### src/design/ibsbp_pkg.sv
// Shared types and constants for the IR blob sort and beacon pick block.
// No dependencies; every other design file refers to this package.
package ibsbp_pkg;

  localparam int NUM_CAMERAS = 2;
  localparam int MAX_BLOBS   = 4;
  localparam int CAM_W       = 1;
  localparam int CNT_W       = $clog2(MAX_BLOBS + 1);
  localparam int COORD_W     = 10;
  localparam int BYTE_W      = 8;
  localparam int SPREAD_W    = 14;
  localparam int STATUS_W    = 2;
  localparam int REG_IDX_W   = 2;

  localparam logic [BYTE_W-1:0]   X_HIGH_BITS = 8'h30;
  localparam logic [BYTE_W-1:0]   Y_HIGH_BITS = 8'hC0;
  localparam int                  X_HI_LSB    = 4;
  localparam int                  Y_HI_LSB    = 6;
  localparam int                  HI_W        = COORD_W - BYTE_W;
  localparam logic [BYTE_W-1:0]   EMPTY_SLOT  = 8'd255;
  localparam logic [SPREAD_W-1:0] SINGLE_MARK = 14'd9999;

  localparam logic [COORD_W-1:0] Y_LOWER_RESET  = 10'd0;
  localparam logic [COORD_W-1:0] Y_UPPER_RESET  = 10'd1023;
  localparam logic [COORD_W-1:0] PAIR_TOL_RESET = 10'd16;

  localparam int QUEUE_DEPTH = 2;
  localparam int QPTR_W      = $clog2(QUEUE_DEPTH);
  localparam int QCNT_W      = $clog2(QUEUE_DEPTH + 1);

  typedef enum logic [REG_IDX_W-1:0] {
    REG_Y_LOWER  = 2'd0,
    REG_Y_UPPER  = 2'd1,
    REG_PAIR_TOL = 2'd2
  } reg_idx_t;

  typedef enum logic [STATUS_W-1:0] {
    PICK_NONE   = 2'd0,
    PICK_SINGLE = 2'd1,
    PICK_PAIR   = 2'd2,
    PICK_NOPAIR = 2'd3
  } pick_status_t;

  typedef struct packed {
    logic [CAM_W-1:0]   cam;
    logic               keep;
    logic               last;
    logic [COORD_W-1:0] x;
    logic [COORD_W-1:0] y;
  } entry_t;

  typedef struct packed {
    logic   push;
    entry_t entry;
  } q_wr_t;

  typedef struct packed {
    logic   valid;
    entry_t entry;
  } q_rd_t;

endpackage

### src/design/ibsbp_if.sv
// Channel interfaces: blob records in, pick results out, register writes.
// Depends on ibsbp_pkg.
interface ibsbp_in_if;
  logic                           valid;
  logic                           ready;
  logic [ibsbp_pkg::CAM_W-1:0]    camera_sel;
  logic [ibsbp_pkg::BYTE_W-1:0]   x_low_byte;
  logic [ibsbp_pkg::BYTE_W-1:0]   y_low_byte;
  logic [ibsbp_pkg::BYTE_W-1:0]   high_bits_byte;
  logic                           slot_last;
  modport source (output valid, camera_sel, x_low_byte, y_low_byte, high_bits_byte,
                  slot_last, input ready);
  modport sink (input valid, camera_sel, x_low_byte, y_low_byte, high_bits_byte,
                slot_last, output ready);
endinterface

interface ibsbp_out_if;
  logic                            valid;
  logic                            ready;
  logic [ibsbp_pkg::STATUS_W-1:0]  pick_status;
  logic [ibsbp_pkg::CNT_W-1:0]     blob_count;
  logic [ibsbp_pkg::COORD_W-1:0]   beacon_x;
  logic [ibsbp_pkg::SPREAD_W-1:0]  pair_spread;
  modport source (output valid, pick_status, blob_count, beacon_x, pair_spread,
                  input ready);
  modport sink (input valid, pick_status, blob_count, beacon_x, pair_spread,
                output ready);
endinterface

interface ibsbp_cfg_if;
  logic                             valid;
  logic                             ready;
  logic [ibsbp_pkg::REG_IDX_W-1:0]  index;
  logic [ibsbp_pkg::COORD_W-1:0]    data;
  modport source (output valid, index, data, input ready);
  modport sink (input valid, index, data, output ready);
endinterface

### src/design/ibsbp_front.sv
// Front end: register file, record decode and Y window classification.
// Depends on ibsbp_pkg and ibsbp_if; feeds ibsbp_queue.
module ibsbp_front (
  input  logic                            clk,
  input  logic                            rst,
  ibsbp_in_if.sink                        records,
  ibsbp_cfg_if.sink                       cfg,
  input  logic                            q_full,
  output ibsbp_pkg::q_wr_t                q_wr,
  output logic [ibsbp_pkg::COORD_W-1:0]   pair_tol
);

  logic [ibsbp_pkg::COORD_W-1:0] y_lower_bound;
  logic [ibsbp_pkg::COORD_W-1:0] y_upper_bound;
  logic [ibsbp_pkg::COORD_W-1:0] pair_height_tolerance;
  logic [ibsbp_pkg::COORD_W-1:0] dec_x;
  logic [ibsbp_pkg::COORD_W-1:0] dec_y;
  logic                          in_window;
  logic                          cam_ok;
  logic                          accept;

  assign cfg.ready = 1'b1;

  always_ff @(posedge clk) begin
    if (rst) begin
      y_lower_bound         <= ibsbp_pkg::Y_LOWER_RESET;
      y_upper_bound         <= ibsbp_pkg::Y_UPPER_RESET;
      pair_height_tolerance <= ibsbp_pkg::PAIR_TOL_RESET;
    end else if (cfg.valid) begin
      unique case (cfg.index)
        ibsbp_pkg::REG_Y_LOWER:  y_lower_bound         <= cfg.data;
        ibsbp_pkg::REG_Y_UPPER:  y_upper_bound         <= cfg.data;
        ibsbp_pkg::REG_PAIR_TOL: pair_height_tolerance <= cfg.data;
        default: ;
      endcase
    end
  end

  assign pair_tol = pair_height_tolerance;

  assign dec_x = {records.high_bits_byte[ibsbp_pkg::X_HI_LSB +: ibsbp_pkg::HI_W],
                  records.x_low_byte};
  assign dec_y = {records.high_bits_byte[ibsbp_pkg::Y_HI_LSB +: ibsbp_pkg::HI_W],
                  records.y_low_byte};

  assign in_window = (records.y_low_byte != ibsbp_pkg::EMPTY_SLOT) &&
                     (dec_y > y_lower_bound) && (dec_y < y_upper_bound);
  assign cam_ok = ({1'b0, records.camera_sel} <
                   (ibsbp_pkg::CAM_W + 1)'(ibsbp_pkg::NUM_CAMERAS));

  assign records.ready = !q_full;
  assign accept        = records.valid && !q_full;

  // records that neither insert nor trigger a pick are dropped here
  always_comb begin
    q_wr.push       = accept && cam_ok && (in_window || records.slot_last);
    q_wr.entry.cam  = records.camera_sel;
    q_wr.entry.keep = in_window;
    q_wr.entry.last = records.slot_last;
    q_wr.entry.x    = dec_x;
    q_wr.entry.y    = dec_y;
  end

endmodule

### src/design/ibsbp_queue.sv
// Short request queue between the classifier and the list engine.
// Depends on ibsbp_pkg.
module ibsbp_queue (
  input  logic              clk,
  input  logic              rst,
  input  ibsbp_pkg::q_wr_t  q_wr,
  output logic              q_full,
  output ibsbp_pkg::q_rd_t  q_rd,
  input  logic              pop
);

  ibsbp_pkg::entry_t                slots [ibsbp_pkg::QUEUE_DEPTH];
  logic [ibsbp_pkg::QPTR_W-1:0]     wr_ptr;
  logic [ibsbp_pkg::QPTR_W-1:0]     rd_ptr;
  logic [ibsbp_pkg::QCNT_W-1:0]     fill;
  logic                             do_push;
  logic                             do_pop;

  assign q_full     = (fill == ibsbp_pkg::QCNT_W'(ibsbp_pkg::QUEUE_DEPTH));
  assign q_rd.valid = (fill != '0);
  assign q_rd.entry = slots[rd_ptr];
  assign do_push    = q_wr.push && !q_full;
  assign do_pop     = pop && q_rd.valid;

  always_ff @(posedge clk) begin
    if (do_push) begin
      slots[wr_ptr] <= q_wr.entry;
    end
  end

  always_ff @(posedge clk) begin
    if (rst) begin
      wr_ptr <= '0;
      rd_ptr <= '0;
      fill   <= '0;
    end else begin
      if (do_push) begin
        wr_ptr <= (wr_ptr == ibsbp_pkg::QPTR_W'(ibsbp_pkg::QUEUE_DEPTH - 1)) ?
                  '0 : wr_ptr + 1'b1;
      end
      if (do_pop) begin
        rd_ptr <= (rd_ptr == ibsbp_pkg::QPTR_W'(ibsbp_pkg::QUEUE_DEPTH - 1)) ?
                  '0 : rd_ptr + 1'b1;
      end
      if (do_push && !do_pop) begin
        fill <= fill + 1'b1;
      end else if (do_pop && !do_push) begin
        fill <= fill - 1'b1;
      end
    end
  end

endmodule

### src/design/ibsbp_back.sv
// List engine: sorted per-camera insert, adjacent pair pick, result register.
// Depends on ibsbp_pkg and ibsbp_if; fed by ibsbp_queue.
module ibsbp_back (
  input  logic                           clk,
  input  logic                           rst,
  input  ibsbp_pkg::q_rd_t               q_rd,
  output logic                           pop,
  input  logic [ibsbp_pkg::COORD_W-1:0]  pair_tol,
  ibsbp_out_if.source                    picks
);

  localparam int NB = ibsbp_pkg::MAX_BLOBS;
  localparam int CW = ibsbp_pkg::COORD_W;
  localparam int NW = ibsbp_pkg::CNT_W;

  logic [CW-1:0]                   list_x [ibsbp_pkg::NUM_CAMERAS][NB];
  logic [CW-1:0]                   list_y [ibsbp_pkg::NUM_CAMERAS][NB];
  logic [NW-1:0]                   kept_count [ibsbp_pkg::NUM_CAMERAS];
  logic [ibsbp_pkg::SPREAD_W-1:0]  spread [ibsbp_pkg::NUM_CAMERAS];

  logic                            out_valid;
  ibsbp_pkg::pick_status_t         out_status;
  logic [NW-1:0]                   out_count;
  logic [CW-1:0]                   out_beacon;
  logic [ibsbp_pkg::SPREAD_W-1:0]  out_spread;

  ibsbp_pkg::entry_t               e;
  logic [NW-1:0]                   n_old;
  logic [NW-1:0]                   n_new;
  logic                            ins;
  logic [NB-1:0]                   gt;
  logic [CW-1:0]                   new_x [NB];
  logic [CW-1:0]                   new_y [NB];
  logic [CW+1:0]                   dy;
  logic                            found;
  logic [CW-1:0]                   xa;
  logic [CW-1:0]                   xb;
  logic [CW:0]                     x_sum;
  ibsbp_pkg::pick_status_t         status_next;
  logic [CW-1:0]                   beacon_next;
  logic [ibsbp_pkg::SPREAD_W-1:0]  spread_next;

  assign e     = q_rd.entry;
  assign n_old = kept_count[e.cam];
  assign pop   = q_rd.valid && (!e.last || !out_valid || picks.ready);
  assign ins   = e.keep && (n_old < NW'(NB));
  assign n_new = ins ? n_old + 1'b1 : n_old;

  always_comb begin
    for (int i = 0; i < NB; i++) begin
      gt[i] = (NW'(i) < n_old) && (e.x < list_x[e.cam][i]);
    end
    new_x[0] = (!ins || gt[0]) ? list_x[e.cam][0] : e.x;
    new_y[0] = (!ins || gt[0]) ? list_y[e.cam][0] : e.y;
    for (int i = 1; i < NB; i++) begin
      if (!ins || gt[i]) begin
        new_x[i] = list_x[e.cam][i];
        new_y[i] = list_y[e.cam][i];
      end else if (gt[i-1]) begin
        new_x[i] = e.x;
        new_y[i] = e.y;
      end else begin
        new_x[i] = list_x[e.cam][i-1];
        new_y[i] = list_y[e.cam][i-1];
      end
    end
  end

  // first matching adjacent pair wins: scan from the tail so the head overrides
  always_comb begin
    found = 1'b0;
    xa    = '0;
    xb    = '0;
    dy    = '0;
    for (int k = NB - 2; k >= 0; k--) begin
      dy = {2'b00, new_y[k]} - {2'b00, new_y[k+1]};
      if ((NW'(k + 1) < n_new) && ($signed(dy) < $signed({2'b00, pair_tol}))) begin
        found = 1'b1;
        xa    = new_x[k];
        xb    = new_x[k+1];
      end
    end
  end

  assign x_sum = {1'b0, xa} + {1'b0, xb};

  always_comb begin
    beacon_next = '0;
    spread_next = spread[e.cam];
    if (n_new == '0) begin
      status_next = ibsbp_pkg::PICK_NONE;
    end else if (n_new == NW'(1)) begin
      status_next = ibsbp_pkg::PICK_SINGLE;
      spread_next = ibsbp_pkg::SINGLE_MARK;
    end else if (found) begin
      status_next = ibsbp_pkg::PICK_PAIR;
      beacon_next = x_sum[CW:1];
      spread_next = ibsbp_pkg::SPREAD_W'(xa - xb);
    end else begin
      status_next = ibsbp_pkg::PICK_NOPAIR;
    end
  end

  always_ff @(posedge clk) begin
    if (pop) begin
      for (int i = 0; i < NB; i++) begin
        list_x[e.cam][i] <= new_x[i];
        list_y[e.cam][i] <= new_y[i];
      end
    end
    if (pop && e.last) begin
      out_status <= status_next;
      out_count  <= n_new;
      out_beacon <= beacon_next;
      out_spread <= spread_next;
    end
  end

  always_ff @(posedge clk) begin
    if (rst) begin
      out_valid <= 1'b0;
      for (int c = 0; c < ibsbp_pkg::NUM_CAMERAS; c++) begin
        kept_count[c] <= '0;
        spread[c]     <= '0;
      end
    end else begin
      if (pop && e.last) begin
        out_valid <= 1'b1;
      end else if (picks.ready) begin
        out_valid <= 1'b0;
      end
      if (pop) begin
        kept_count[e.cam] <= e.last ? '0 : n_new;
        if (e.last) begin
          spread[e.cam] <= spread_next;
        end
      end
    end
  end

  assign picks.valid       = out_valid;
  assign picks.pick_status = out_status;
  assign picks.blob_count  = out_count;
  assign picks.beacon_x    = out_beacon;
  assign picks.pair_spread = out_spread;

  a_count_bound: assert property (@(posedge clk) disable iff (rst)
    q_rd.valid |-> kept_count[e.cam] <= NW'(NB))
    else $error("blob list count above capacity");

  a_clear_after_pick: assert property (@(posedge clk) disable iff (rst)
    (pop && e.last) |=> kept_count[$past(e.cam)] == '0)
    else $error("blob list not cleared after pick");

  a_beacon_zero: assert property (@(posedge clk) disable iff (rst)
    (out_valid && out_status != ibsbp_pkg::PICK_PAIR) |-> out_beacon == '0)
    else $error("beacon_x nonzero without a pair");

  a_empty_status: assert property (@(posedge clk) disable iff (rst)
    (out_valid && out_count == '0) |-> out_status == ibsbp_pkg::PICK_NONE)
    else $error("status wrong for empty report");

  a_insert_no_result: assert property (@(posedge clk) disable iff (rst)
    (pop && !e.last && !out_valid) |=> !out_valid)
    else $error("result raised by a plain insert");

endmodule

### src/design/ir_blob_sort_and_beacon_pick.sv
// Top level of the IR blob sort and beacon pick block.
// Depends on ibsbp_pkg, ibsbp_if, ibsbp_front, ibsbp_queue and ibsbp_back.
//
//  channel   dir  handshake      payload
//  records   in   valid/ready    camera_sel, x/y low bytes, high_bits_byte, slot_last
//  picks     out  valid/ready    pick_status, blob_count, beacon_x, pair_spread
//  cfg       in   valid/ready    index, data (ready tied high)
//
// One record per cycle sustained while the queue has room. Classification is
// combinational: a request enters the two-entry queue at its accepting edge and
// the list engine takes it from the queue head, so a result reaches the output
// register when its last-slot record is popped; earlier requests ahead of it delay that.
// Synchronous reset clears counts, spreads, queue pointers and the result valid flag.
// A held result blocks the next last-slot request at the queue head; inserts
// ahead of it keep draining, and the input stalls once the queue is full.
module ir_blob_sort_and_beacon_pick (
  input  logic        clk,
  input  logic        rst,
  ibsbp_in_if.sink    records,
  ibsbp_out_if.source picks,
  ibsbp_cfg_if.sink   cfg
);

  ibsbp_pkg::q_wr_t              q_wr;
  ibsbp_pkg::q_rd_t              q_rd;
  logic                          q_full;
  logic                          pop;
  logic [ibsbp_pkg::COORD_W-1:0] pair_tol;

  ibsbp_front u_front (
    .clk      (clk),
    .rst      (rst),
    .records  (records),
    .cfg      (cfg),
    .q_full   (q_full),
    .q_wr     (q_wr),
    .pair_tol (pair_tol)
  );

  ibsbp_queue u_queue (
    .clk    (clk),
    .rst    (rst),
    .q_wr   (q_wr),
    .q_full (q_full),
    .q_rd   (q_rd),
    .pop    (pop)
  );

  ibsbp_back u_back (
    .clk      (clk),
    .rst      (rst),
    .q_rd     (q_rd),
    .pop      (pop),
    .pair_tol (pair_tol),
    .picks    (picks)
  );

endmodule
### src/flat_wrapper.sv
// flat-port wrapper written by rule: the top's interface ports become plain ports
module ir_blob_sort_and_beacon_pick_flat 
  (clk, rst, records_valid, records_camera_sel, records_x_low_byte, records_y_low_byte, records_high_bits_byte, records_slot_last, records_ready, picks_valid, picks_pick_status, picks_blob_count, picks_beacon_x, picks_pair_spread, picks_ready, cfg_valid, cfg_index, cfg_data, cfg_ready);
  ibsbp_in_if records_i ();
  ibsbp_out_if picks_i ();
  ibsbp_cfg_if cfg_i ();
  input  logic clk;
  input  logic rst;
  input wire logic [$bits(records_i.valid)-1:0] records_valid;
  input wire logic [$bits(records_i.camera_sel)-1:0] records_camera_sel;
  input wire logic [$bits(records_i.x_low_byte)-1:0] records_x_low_byte;
  input wire logic [$bits(records_i.y_low_byte)-1:0] records_y_low_byte;
  input wire logic [$bits(records_i.high_bits_byte)-1:0] records_high_bits_byte;
  input wire logic [$bits(records_i.slot_last)-1:0] records_slot_last;
  output wire logic [$bits(records_i.ready)-1:0] records_ready;
  output wire logic [$bits(picks_i.valid)-1:0] picks_valid;
  output wire logic [$bits(picks_i.pick_status)-1:0] picks_pick_status;
  output wire logic [$bits(picks_i.blob_count)-1:0] picks_blob_count;
  output wire logic [$bits(picks_i.beacon_x)-1:0] picks_beacon_x;
  output wire logic [$bits(picks_i.pair_spread)-1:0] picks_pair_spread;
  input wire logic [$bits(picks_i.ready)-1:0] picks_ready;
  input wire logic [$bits(cfg_i.valid)-1:0] cfg_valid;
  input wire logic [$bits(cfg_i.index)-1:0] cfg_index;
  input wire logic [$bits(cfg_i.data)-1:0] cfg_data;
  output wire logic [$bits(cfg_i.ready)-1:0] cfg_ready;
  assign records_i.valid = records_valid;
  assign records_i.camera_sel = records_camera_sel;
  assign records_i.x_low_byte = records_x_low_byte;
  assign records_i.y_low_byte = records_y_low_byte;
  assign records_i.high_bits_byte = records_high_bits_byte;
  assign records_i.slot_last = records_slot_last;
  assign records_ready = records_i.ready;
  assign picks_valid = picks_i.valid;
  assign picks_pick_status = picks_i.pick_status;
  assign picks_blob_count = picks_i.blob_count;
  assign picks_beacon_x = picks_i.beacon_x;
  assign picks_pair_spread = picks_i.pair_spread;
  assign picks_i.ready = picks_ready;
  assign cfg_i.valid = cfg_valid;
  assign cfg_i.index = cfg_index;
  assign cfg_i.data = cfg_data;
  assign cfg_ready = cfg_i.ready;
  ir_blob_sort_and_beacon_pick u_core (.clk(clk), .rst(rst), .records(records_i), .picks(picks_i), .cfg(cfg_i));
endmodule
### config.mk
export PLATFORM = sky130hd
export DESIGN_NAME = ir_blob_sort_and_beacon_pick_flat
export DESIGN_NICKNAME = d
export VERILOG_FILES = /design/src/design/ibsbp_pkg.sv /design/src/design/ibsbp_if.sv /design/src/design/ibsbp_front.sv /design/src/design/ibsbp_queue.sv /design/src/design/ibsbp_back.sv /design/src/design/ir_blob_sort_and_beacon_pick.sv /design/src/flat_wrapper.sv
export SDC_FILE = /design/constraint.sdc
export NUM_CORES = 1
export LEC_CHECK = 0
export CAP_MARGIN = 25
export CORE_ASPECT_RATIO = 1.2
export CORE_UTILIZATION = 55
export CTS_CLUSTER_DIAMETER = 200
export CTS_CLUSTER_SIZE = 12
export DETAILED_ROUTE_END_ITERATION = 12
export DONT_BUFFER_PORTS = 1
export PLACE_DENSITY = 0.7
export SLEW_MARGIN = 10
export SYNTH_ARGS = -nofsm -noshare
export SYNTH_HDL_FRONTEND = slang
export SYNTH_SLANG_ARGS = --single-unit
### constraint.sdc
create_clock -name clk -period 14.6 [get_ports clk]
set_clock_uncertainty 0.2 [all_clocks]
set_input_delay 2.92 -clock clk [delete_from_list [all_inputs] [get_ports clk]]
set_output_delay 2.92 -clock clk [all_outputs]
set_load 0.005 [all_outputs]
==> impl_metrics.yaml <==
floorplan:
  core_sq_um: 30740
  initial_core_util_pct: 56.41
  die_area_sq_um: 32250
  die_w_um: 164.1
  dieHeight_um: 196.5
  io_pins: 75
  rows: 70
final_layout:
  drive_gt1_share_pct: 6.654
  num_antenna_cells: 0
  n_fill_cell: 2507
  syn_to_final_growth_pct: 7.678
  multi_input_area_sq_um: 7961
  fin_nets: 1723
  fin_util_pct: 60.74
  fin_cells: 1974
  ff_latch_area_sq_um: 8798
timing:
  drv_slew: 0
  worstMarginPinSlew_ps: 994.6
  maxSlewHeadroom_pct: 32.64
  setup_viol: 0
  rsz0062_at_grt: "false"
  finalSetupTns_ps: 0
  hold_ws_ps: 293.9
  fmax_ghz: 0.09265
  fin_crit_ps: 10790
  final-hold-violation-count: 0
  period_share_pct: 73.93
critical_path:
  cpPeakStageDelay_ps: 560
  crit_path_max_fanout: 25
  worst-path-buf-inv: 4
  crit_top_cell: "a21oi_1"
  crit_family: "compound AO/OA/AOI/OAI gates"
  cp-end-kind: "flip-flop"
  critPathRequiredTime_ps: 14830
  slowest_stage: "mux2i_1"
  path_class: "reg2reg"
  crit_path_start_kind: "flip-flop"
  cp_data_arrival_time_ps: 11020
global_route:
  grt_max_degree: 67
  grt.total_usage_pct: 26.03
  grt_pass1_wl_um: 64200
  met3_usage_pct: 2.757
  grt.overflow.total: 0
  grt_pass1_vias: 12010
  grt.busiest_layer: "met2"
  antenna_found_initial: 0
  met1_usage_pct: 30.61
  grtUsageMet2_pct: 48.18
place:
  place.gp.congestion: 0.8687
  hpwl_um: 28510
  dp.cells: 1919
  io_buffer_count: 0
clocking:
  clockBufferDepth: 3
  cts_root_buf: "clkbuf_16"
  clk_latency_ps: 560
  cts_htree_levels: 1
  ctsHoldBuffers: 0
  cts_resized: 0
  clock_sinks: 305
  cts_tree: "yes"
  path_clk_slew_ps: 60
  numCtsBuffers: 29
  post_cts_buffers: 0
routing:
  via_per_inst: 6.041
  antenna_left: 0
  drt_wl_total_um: 40990
  dr_total_vias: 11920
  drtIter0Drc: 937
  drc: 0
  firstDrtPassIters: 5
  drt-wirelength-per-cell_um: 20.76
yosys:
  yosysMostFrequentCell: "edfxtp_1"
  ys.flop_type: "edfxtp_1"
  syn-num-nets: 1729
  syn_inst: 1562
  synth_cell_type_count: 74
  synth_top_area_share_pct: 46.58
  avgSynthCellArea_sq_um: 11.10
  synthTopCellsByCount: "edfxtp_1 (269), nor2_1 (173), mux2i_1 (157)"
  yosysWarnings: 0
  ys_ff_latch: 305
  synth_top_cell_by_area: "edfxtp_1"
  synth-edff-count: 269
  async_flop_share_pct: 0
  yosysSeqAreaShare_pct: 50.74
  netlist_area_sq_um: 17340
  synth_area_leaders: "edfxtp_1 (47%), mux2i_1 (9.1%), ha_1 (8.6%), dfxtp_1 (4.2%), nor2_1 (3.7%)"
status:
  status: "completed"
flow_run:
  maxCapViolCount: 0
worst_hold_path:
  hp-class: "reg2reg"
## worst min-delay path, stage by stage, from the launching register on
cell and delay [ps]:
dfxtp_1 320, mux2i_1 70, nor2_1 70
## through the flow
step | worst slack, ps | area (sq um)
global placement | 4119 | 17780
floorplan | 4538 | 17340
finish | 3807 | 18670
CTS | 3861 | 18630
global route | 2875 | 18670
detailed placement | 3873 | 17810
## sequential cells by signal (all words and copies together), names as in the netlist, named ones only
name and flops:
u_core.u_back.picks.blob_count 3, u_core.u_queue.fill 2, u_core.u_back.picks.pair_spread 14, u_core.u_back.picks.pick_status 2, u_core.u_back.picks.beacon_x 10, u_core.u_front.pair_tol 10, u_core.u_front.y_upper_bound 10, u_core.u_queue.slots 46
u_core.u_front.y_lower_bound 10, u_core.u_back.kept_count 6, u_core.u_back.list_y 80, u_core.u_back.spread 28, u_core.u_queue.rd_ptr 1, u_core.u_back.picks.valid 1, u_core.u_back.list_x 80, u_core.u_queue.wr_ptr 1
## kinds of logic (layout without fill, tap and decap cells)
kind of cell             count (synthesis)  after routing  synth area share [%]
multiplexers                           174            174                 10.23
other                                    1              1               0.02163
AO/OA/AOI/OAI                          372            372                 14.03
adder cells (fa/ha/maj)                125            125                 9.221
flip-flops                             305            305                 50.74
XOR/XNOR                                42             42                 2.121
buffers and inverters                  159            175                 3.673
AND/OR/NAND/NOR                        384            384                 9.965
## path summary, 6_finish.rpt
path / startpoint / end / slack (ps) / cells past startpoint
setup / recovery: flip-flop / u_core.u_back.spread[0][12]$_SDFFCE_PN0P_ / 3810 / 43
setup reg to reg: flip-flop / u_core.u_back.spread[0][12]$_SDFFCE_PN0P_ / 3810 / 43
hold reg to reg: u_core.u_front.pair_tol[3]$_SDFFE_PP0P_ / u_core.u_front.pair_tol[3]$_SDFFE_PP0P_ / 290 / 2
hold / removal: u_core.u_front.pair_tol[3]$_SDFFE_PP0P_ / u_core.u_front.pair_tol[3]$_SDFFE_PP0P_ / 290 / 2
## area by class of cell
class	instances	area share, %
clock buffer	52	4.349
timing repair buffer	25	1.240
tap	396	2.654
sequential	305	47.12
clock inverter	1	0.04691
inverter	97	1.950
multi-input combinational	1098	42.64
## cells in the final DEF, fill, tap and decap left out, drive strengths merged, types with 4 or more instances in the layout
master	n
edfxtp	269
nor2	176
mux2i	157
a21oi	122
ha	119
nand2	117
inv	97
o21ai	66
clkbuf	52
o21a	36
dfxtp	36
xnor2	30
buf	25
a21o	23
a22oi	20
mux2	17
a31oi	16
a211o	15
nor3b	15
nand2b	14
o21bai	13
xor2	12
nor2b	11
a21boi	11
and2	11
nor3	10
o31ai	8
a211oi	8
o211ai	7
nand3	7
nand4	6
a311oi	6
fa	5
and3	4
or3	4
a2bb2o	4
## layer usage
metal | routed length (um) | share of wire (%) | vias up
met5 | 0 | 0 | -
met4 | 1428 | 3.5 | 0
met3 | 1876 | 4.6 | 75
met2 | 21610 | 53 | 342
met1 | 16080 | 39 | 5820
li1 | - | - | 5687
Power is left out: the tool's default activity adds up to more than one toggle a clock period on the data nets, which glitch-free logic cannot reach.
